`src/design/sss_pkg.sv`:
```
// Package for the two-digit seven-segment scanner.
// Holds state codes, scan phases, config indexes and reset values, the segment table and the status struct.
// No dependencies; imported by sss_state, sss_encode and the top level.
package sss_pkg;

  // System state codes
  localparam logic [2:0] ST_FAULT     = 3'd0;
  localparam logic [2:0] ST_STOP      = 3'd1;
  localparam logic [2:0] ST_STANDBY   = 3'd2;
  localparam logic [2:0] ST_CHARGE    = 3'd3;
  localparam logic [2:0] ST_DISCHARGE = 3'd4;
  localparam logic [2:0] ST_RUN       = 3'd5;

  // Scan phases
  localparam logic [1:0] PH_ONES   = 2'd0;
  localparam logic [1:0] PH_TENS   = 2'd1;
  localparam logic [1:0] PH_LEDS   = 2'd2;
  localparam logic [1:0] PH_UNUSED = 2'd3;

  // Configuration register indexes
  localparam logic CFG_BLINK_ON     = 1'b0;
  localparam logic CFG_BLINK_PERIOD = 1'b1;

  localparam logic [7:0] BLINK_ON_RST     = 8'd100;
  localparam logic [7:0] BLINK_PERIOD_RST = 8'd200;

  // Largest value shown on two digits
  localparam logic [7:0] MAX_SHOWN = 8'd99;
  // floor(x / 10) == (x * 103) >> 10 for x below 179
  localparam logic [6:0] DIV10_MUL   = 7'd103;
  localparam int         DIV10_SHIFT = 10;

  // Status handed from the state keeper to the encoder
  typedef struct packed {
    logic [1:0] phase;
    logic       blink_lit;
  } status_t;

  // Segment pattern, G..A in bits 6..0
  function automatic logic [6:0] seg_pattern(input logic [3:0] digit);
    logic [6:0] seg;
    case (digit)
      4'd0:    seg = 7'h3F;
      4'd1:    seg = 7'h06;
      4'd2:    seg = 7'h5B;
      4'd3:    seg = 7'h4F;
      4'd4:    seg = 7'h66;
      4'd5:    seg = 7'h6D;
      4'd6:    seg = 7'h7D;
      4'd7:    seg = 7'h07;
      4'd8:    seg = 7'h7F;
      4'd9:    seg = 7'h6F;
      default: seg = 7'h00;
    endcase
    return seg;
  endfunction

endpackage

```
`src/design/sss_state.sv`:
```
// Scan phase counter and run-LED blink counter.
// Depends on sss_pkg; advances once per transaction moved to the result register.
module sss_state (
  input  logic                 clk,
  input  logic                 rst,
  input  logic                 advance,
  input  logic [2:0]           sys_state,
  input  logic [7:0]           blink_on,
  input  logic [7:0]           blink_period,
  output sss_pkg::status_t     status
);
  import sss_pkg::*;

  logic [1:0] scan_phase;
  logic [1:0] scan_phase_next;
  logic [7:0] blink_count;
  logic [7:0] blink_count_next;
  logic [7:0] blink_inc;
  logic       blinking;

  assign blinking  = (sys_state == ST_CHARGE) || (sys_state == ST_DISCHARGE);
  assign blink_inc = blink_count + 8'd1;

  // Current status seen by the encoder for this transaction
  assign status.phase     = scan_phase;
  assign status.blink_lit = (blink_count < blink_on);

  // Next values
  always_comb begin
    blink_count_next = blink_count;
    if (blinking) begin
      blink_count_next = (blink_inc >= blink_period) ? 8'd0 : blink_inc;
    end
    case (scan_phase)
      PH_ONES: scan_phase_next = PH_TENS;
      PH_TENS: scan_phase_next = PH_LEDS;
      default: scan_phase_next = PH_ONES;
    endcase
  end

  always_ff @(posedge clk) begin
    if (rst) begin
      scan_phase  <= PH_ONES;
      blink_count <= 8'd0;
    end else if (advance) begin
      scan_phase  <= scan_phase_next;
      blink_count <= blink_count_next;
    end
  end

endmodule

```
`src/design/sss_encode.sv`:
```
// Builds the 16-bit shift-register word for one tick.
// Depends on sss_pkg; pure combinational decode of state, value and phase.
module sss_encode (
  input  logic [2:0]           sys_state,
  input  logic [7:0]           count_value,
  input  sss_pkg::status_t     status,
  output logic [15:0]          shift_word
);
  import sss_pkg::*;

  logic [6:0]  val_sat;
  logic [13:0] tens_prod;
  logic [3:0]  tens;
  logic [3:0]  ones;
  logic [6:0]  tens_x10;
  logic        led_fault;
  logic        led_run;
  logic        led_chg;
  logic        led_dis;
  logic [15:0] leds;

  // Saturate to 99 and split into digits
  assign val_sat   = (count_value > MAX_SHOWN) ? MAX_SHOWN[6:0] : count_value[6:0];
  assign tens_prod = val_sat * DIV10_MUL;
  assign tens      = tens_prod[DIV10_SHIFT +: 4];
  assign tens_x10  = {tens, 3'b000} + {2'b00, tens, 1'b0};
  assign ones      = 4'(val_sat - tens_x10);

  // Status LEDs; undefined codes behave like run
  assign led_fault = (sys_state == ST_FAULT);
  assign led_chg   = (sys_state == ST_CHARGE);
  assign led_dis   = (sys_state == ST_DISCHARGE);
  assign led_run   = (led_chg || led_dis) ? status.blink_lit
                   : !(led_fault || (sys_state == ST_STOP));
  assign leds      = {led_fault, led_run, led_chg, led_dis, 12'h000};

  // Phase select; stop blanks everything
  always_comb begin
    shift_word = 16'h0000;
    if (sys_state != ST_STOP) begin
      case (status.phase)
        PH_ONES: shift_word = leds | {4'h0, 1'b0, seg_pattern(ones), 4'b1000};
        PH_TENS: shift_word = leds | {4'h0, 1'b0, seg_pattern(tens), 4'b0100};
        PH_LEDS: shift_word = leds;
        default: shift_word = 16'h0000;
      endcase
    end
  end

endmodule

```
`src/design/two_digit_seven_segment_scanner_top.sv`:
```
// Top level of the two-digit seven-segment scanner.
// Depends on sss_pkg, sss_state and sss_encode.
//
//  channel | signals                          | direction
//  --------+----------------------------------+----------
//  tick in | in_valid/in_ready, sys_state,    | input
//          | count_value                      |
//  word out| out_valid/out_ready, shift_word  | output
//  config  | cfg_wr_en, cfg_index, cfg_data   | input
//
// One transaction per cycle unless the output stalls: input register, one decode
// stage, result register; shift_word is decoded from the input register.
// Synchronous active-high reset clears both valid flags, the scan phase, the
// blink counter and restores the blink registers (100 / 200).
// A stalled result holds in the output register; an empty input register takes
// one more transaction, then in_ready stays low until the result is taken.
module two_digit_seven_segment_scanner_top (
  input  logic        clk,
  input  logic        rst,
  input  logic        in_valid,
  output logic        in_ready,
  input  logic [2:0]  sys_state,
  input  logic [7:0]  count_value,
  output logic        out_valid,
  input  logic        out_ready,
  output logic [15:0] shift_word,
  input  logic        cfg_wr_en,
  input  logic        cfg_index,
  input  logic [7:0]  cfg_data
);
  import sss_pkg::*;

  logic             s1_valid;
  logic [2:0]       s1_state;
  logic [7:0]       s1_value;
  logic             out_free;
  logic             advance;
  logic [7:0]       blink_on;
  logic [7:0]       blink_period;
  status_t          status;
  logic [15:0]      word_next;

  // Handshake
  assign out_free = !out_valid || out_ready;
  assign advance  = s1_valid && out_free;
  assign in_ready = !s1_valid || advance;

  // Configuration registers
  always_ff @(posedge clk) begin
    if (rst) begin
      blink_on     <= BLINK_ON_RST;
      blink_period <= BLINK_PERIOD_RST;
    end else if (cfg_wr_en) begin
      case (cfg_index)
        CFG_BLINK_ON:     blink_on     <= cfg_data;
        CFG_BLINK_PERIOD: blink_period <= cfg_data;
        default:          ;
      endcase
    end
  end

  // Input register
  always_ff @(posedge clk) begin
    if (rst) begin
      s1_valid <= 1'b0;
    end else if (in_ready) begin
      s1_valid <= in_valid;
    end
  end

  always_ff @(posedge clk) begin
    if (in_ready && in_valid) begin
      s1_state <= sys_state;
      s1_value <= count_value;
    end
  end

  sss_state u_state (
    .clk          (clk),
    .rst          (rst),
    .advance      (advance),
    .sys_state    (s1_state),
    .blink_on     (blink_on),
    .blink_period (blink_period),
    .status       (status)
  );

  sss_encode u_encode (
    .sys_state   (s1_state),
    .count_value (s1_value),
    .status      (status),
    .shift_word  (word_next)
  );

  // Result register
  always_ff @(posedge clk) begin
    if (rst) begin
      out_valid <= 1'b0;
    end else if (out_free) begin
      out_valid <= s1_valid;
    end
  end

  always_ff @(posedge clk) begin
    if (advance) begin
      shift_word <= word_next;
    end
  end

  // Checks
  a_phase_legal: assert property (@(posedge clk) disable iff (rst)
    status.phase != PH_UNUSED)
    else $error("scan phase reached unused code");

  a_stop_blank: assert property (@(posedge clk) disable iff (rst)
    (advance && (s1_state == ST_STOP)) |=> (shift_word == 16'h0000))
    else $error("stop state produced a non-blank word");

  a_one_select: assert property (@(posedge clk) disable iff (rst)
    out_valid |-> !(shift_word[3] && shift_word[2]))
    else $error("both digit selects driven");

  a_low_zero: assert property (@(posedge clk) disable iff (rst)
    out_valid |-> (shift_word[1:0] == 2'b00) && !shift_word[11])
    else $error("unused word bits set");

endmodule

```
`config.mk`:
```
export PLATFORM = sky130hd
export DESIGN_NAME = two_digit_seven_segment_scanner_top
export DESIGN_NICKNAME = d
export VERILOG_FILES = /design/src/design/sss_pkg.sv /design/src/design/sss_state.sv /design/src/design/sss_encode.sv /design/src/design/two_digit_seven_segment_scanner_top.sv
export SDC_FILE = /design/constraint.sdc
export NUM_CORES = 1
export LEC_CHECK = 0
export ABC_AREA = 0
export CORE_UTILIZATION = 40
export CTS_BUF_LIST = sky130_fd_sc_hd__clkbuf_2 sky130_fd_sc_hd__clkbuf_4 sky130_fd_sc_hd__clkbuf_8
export CTS_CLUSTER_DIAMETER = 100
export CTS_CLUSTER_SIZE = 25
export DETAILED_ROUTE_END_ITERATION = 16
export DONT_BUFFER_PORTS = 1
export HOLD_SLACK_MARGIN = 0.15
export PLACE_DENSITY_LB_ADDON = 0.12
export SYNTH_ARGS = -nofsm -noshare
export SYNTH_HDL_FRONTEND = slang
export SYNTH_SLANG_ARGS = --single-unit
```
`constraint.sdc`:
```
create_clock -name clk -period 6.6 [get_ports clk]
set_input_delay 0.33 -clock clk [delete_from_list [all_inputs] [get_ports clk]]
set_output_delay 0.33 -clock clk [all_outputs]
set_load 0.01 [all_outputs]
```
==> impl_metrics.csv <==
group,metric,value,unit
run_status,status,"finished clean",
sta,clock.fmax,0.164,GHz
flow_run,maxCapViolCount,0,
global_route,grt_pass1_wl,12900,um
yosys,yosys_most_used_dff,"dfxtp_1",
critical_path,cp.required,6620,ps
yosys,synth-edff-count,24,
critical_path,cp-end-kind,"register",
yosys,synthTopCellsByArea,"ha_1 21%, edfxtp_1 19%, dfxtp_1 15%",
global_route,grt_pass1_vias,2764,
die,die_h,100,um
critical_path,critPathLaunchType,"register",
layout,regArea,1280,um2
clock_network,clk_latency,300,ps
detailed_routing,avgViaCountPerCell,5.01,
global_route,antenna_found_initial,0,
sta,finalHoldViolCount,0,
layout,layout.nets,529,
global_route,grt_overflow_total,0,
sta,tns,0,ps
critical_path,crit_chain,"or3_1 -> a31oi_2 -> nor2b_1 -> inv_1 -> ha_1 -> ha_1 -> inv_1 -> fa_1 -> fa_1 -> inv_1 -> ha_1 -> nand4_2 -> o21ai_0 -> a2111oi_2 -> xnor2_1 -> ha_1 -> a221oi_2 -> xnor3_2 -> o21ai_0 -> a21o_1 -> o221ai_1",
detailed_routing,dr.pass1.iters,6,
layout,syn_to_final_growth,12.1,%
sta,worst_slack,495,ps
sta,drv_slew,0,
pwr,p_leak,1.96,nW
clock_network,clk_pin_slew,100,ps
critical_path,slowest_delay,520,ps
critical_path,crit_type,"register to register",
sta,fin_skew,13.3,ps
yosys,syn_area_per_cell,9.38,um2
pwr,fin_total_pwr,1.23,mW
die,die-area,10000,um2
sta,slew_headroom,29.4,%
clock_network,numCtsBuffers,5,
pwr,power-per-cell-area,286,nW/um2
detailed_routing,vias,2816,
clock_network,ctsRootBufferMaster,"clkbuf_8",
global_route,grt_max_degree,29,
yosys,ys_seq_elements,52,
yosys,synth_top_cell_area_share,20.8,%
yosys,synth_cells,410,
hold_path,min_path_type,"primary input to register",
detailed_routing,first_iter_violations,74,
critical_path,worstPathMaxFanout,12,
yosys,seq_area_frac_synth,33.3,%
place,pre_cts_slack,284,ps
detailed_routing,route.detailed.drc,0,
layout,diodes,0,
die,initial_core_util,41.4,%
clock_network,htreeDepth,2,
critical_path,critical_path_buf_inv_count,3,
yosys,synth_warnings,0,
detailed_routing,wl,7690,um
die,rows,35,
detailed_routing,ant_nets,0,
pwr,ir_worst_vdd,0.160,mV
yosys,async_flop_share,0,%
layout,drive_gt1_share,5.54,%
sta,period_minus_slack,6100,ps
sta,finalCritPeriodShare,92.5,%
sta,tightest_slew,1050,ps
place,place.gp.congestion,0.871,
yosys,syn_area,3840,um2
sta,rsz0062_at_grt,"false",
die,core,9280,um2
layout,fill_cells,948,
die,fp.dieW,100,um
critical_path,path_common_cell,"ha_1",
global_route,groute.usage.overall,16.4,%
place,dp_hpwl,6180,um
layout,multi_input_area,2350,um2
detailed_routing,avgRoutedWirePerCell,13.7,um
clock_network,clock-sinks,52,
yosys,post_synth_num_cell_types,55,
sta,finalSetupViolCount,0,
critical_path,crit_slowest_cell,"fa_1",
die,io_pins,43,
place,port-buffer-count,0,
clock_network,cts_tree,"yes",
clock_network,clock_path_buffers,2,
critical_path,crit_arrival,6130,ps
yosys,yosys.area.top_type,"ha_1",
critical_path,crit_family,"adder cells",
==> layout by cell type (no fill, tap or decap), types with 5 or more instances in the layout <==
cell type,synthesis,final
nor3_1,5,5
inv_1,45,45
clkbuf_8,0,6
o21ai_0,18,18
ha_1,64,64
xor2_1,9,9
nand2b_1,6,6
dfxtp_1,28,28
fa_1,8,8
dlygate4sd3_1,0,21
nand2_1,52,52
edfxtp_1,24,24
a21o_1,10,10
a21oi_1,28,28
xnor2_1,8,8
and2_1,5,5
nand3_1,9,9
nor2_1,20,20
==> sequential cells by signal, summed over array words and instances, names as in the netlist <==
register	cells
s1_value	8
s1_valid	1
u_state.scan_phase	2
u_state.blink_count	8
blink_on	8
out_valid	1
shift_word	13
blink_period	8
s1_state	3
==> cell families (layout without fill, tap and decap cells) <==
family / count (synthesis) / after routing / synth area share [%]
buffers and inverters: 56 / 77 / 5.95
DFF: 52 / 52 / 33.3
muxes: 3 / 3 / 0.781
and+or+nand+nor: 119 / 119 / 15.0
other: 1 / 3 / 0.0975
AOI/OAI and AO/OA: 88 / 88 / 15.0
xor gates and xnor gates: 19 / 19 / 4.91
adders and majority gates: 72 / 72 / 25.0
==> timing repair <==
action                                 4_1_cts  5_1_grt
endpoints found under the hold margin       39        0
resized for setup                            0        1
hold buffers                                21        0
buffers inserted                             0        0
setup endpoints to repair                    0        6
==> stage by stage <==
stage	hold WS, ps	instances	util, %	cell area (um2)
final	159	562	46.4	4310
after CTS	151	562	46.3	4300
after floorplan	429	412	-	3850
after global placement	402	533	42.8	3980
after global routing	158	562	46.4	4310
after detailed placement	404	533	42.8	3980
==> cell type report <==
class | instances | area share (%)
multi-input combinational | 304 | 54.5
sequential | 52 | 29.7
timing repair buffer | 24 | 5.40
inverter | 45 | 3.92
tap | 129 | 3.75
clock buffer | 6 | 1.92
clock inverter | 2 | 0.784
==> power by group <==
part,leakage (nW),internal (mW),switching [mW],total (mW)
clock network,0.0588,0.122,0.102,0.224
logic,1.44,0.261,0.333,0.594
registers,0.458,0.390,0.0243,0.415
==> Yosys cell counts, drive strengths merged, types with 6 or more instances <==
library cell and n:
nand2b 6, inv 45, a21oi 28, dfxtp 28
ha 64, o21ai 18, nand3 9, xnor2 9
a21o 10, xor2 9, clkbuf 6, fa 8
edfxtp 24, nand2 52, nor2 20
==> routing by layer <==
layer	part of all wire, %	global-route usage [%]	routed length, um	vias to the layer above
met5	0	0	0	-
met3	2.6	2.72	197	2
li1	-	-	-	1461
met2	47	27.5	3610	52
met1	50	22.6	3850	1301
met4	0.40	2.68	31	0
==> worst paths after layout <==
kind                    start              end  slack, ps  cells past startpoint
setup / recovery  s1_value[3]    shift_word[7]        500                     21
hold reg to reg   blink_on[0]      blink_on[0]        460                      2
hold / removal    cfg_data[3]  blink_period[3]        160                      2
setup reg to reg  s1_value[3]    shift_word[7]        500                     21
Power figures use the tool's default switching activity.
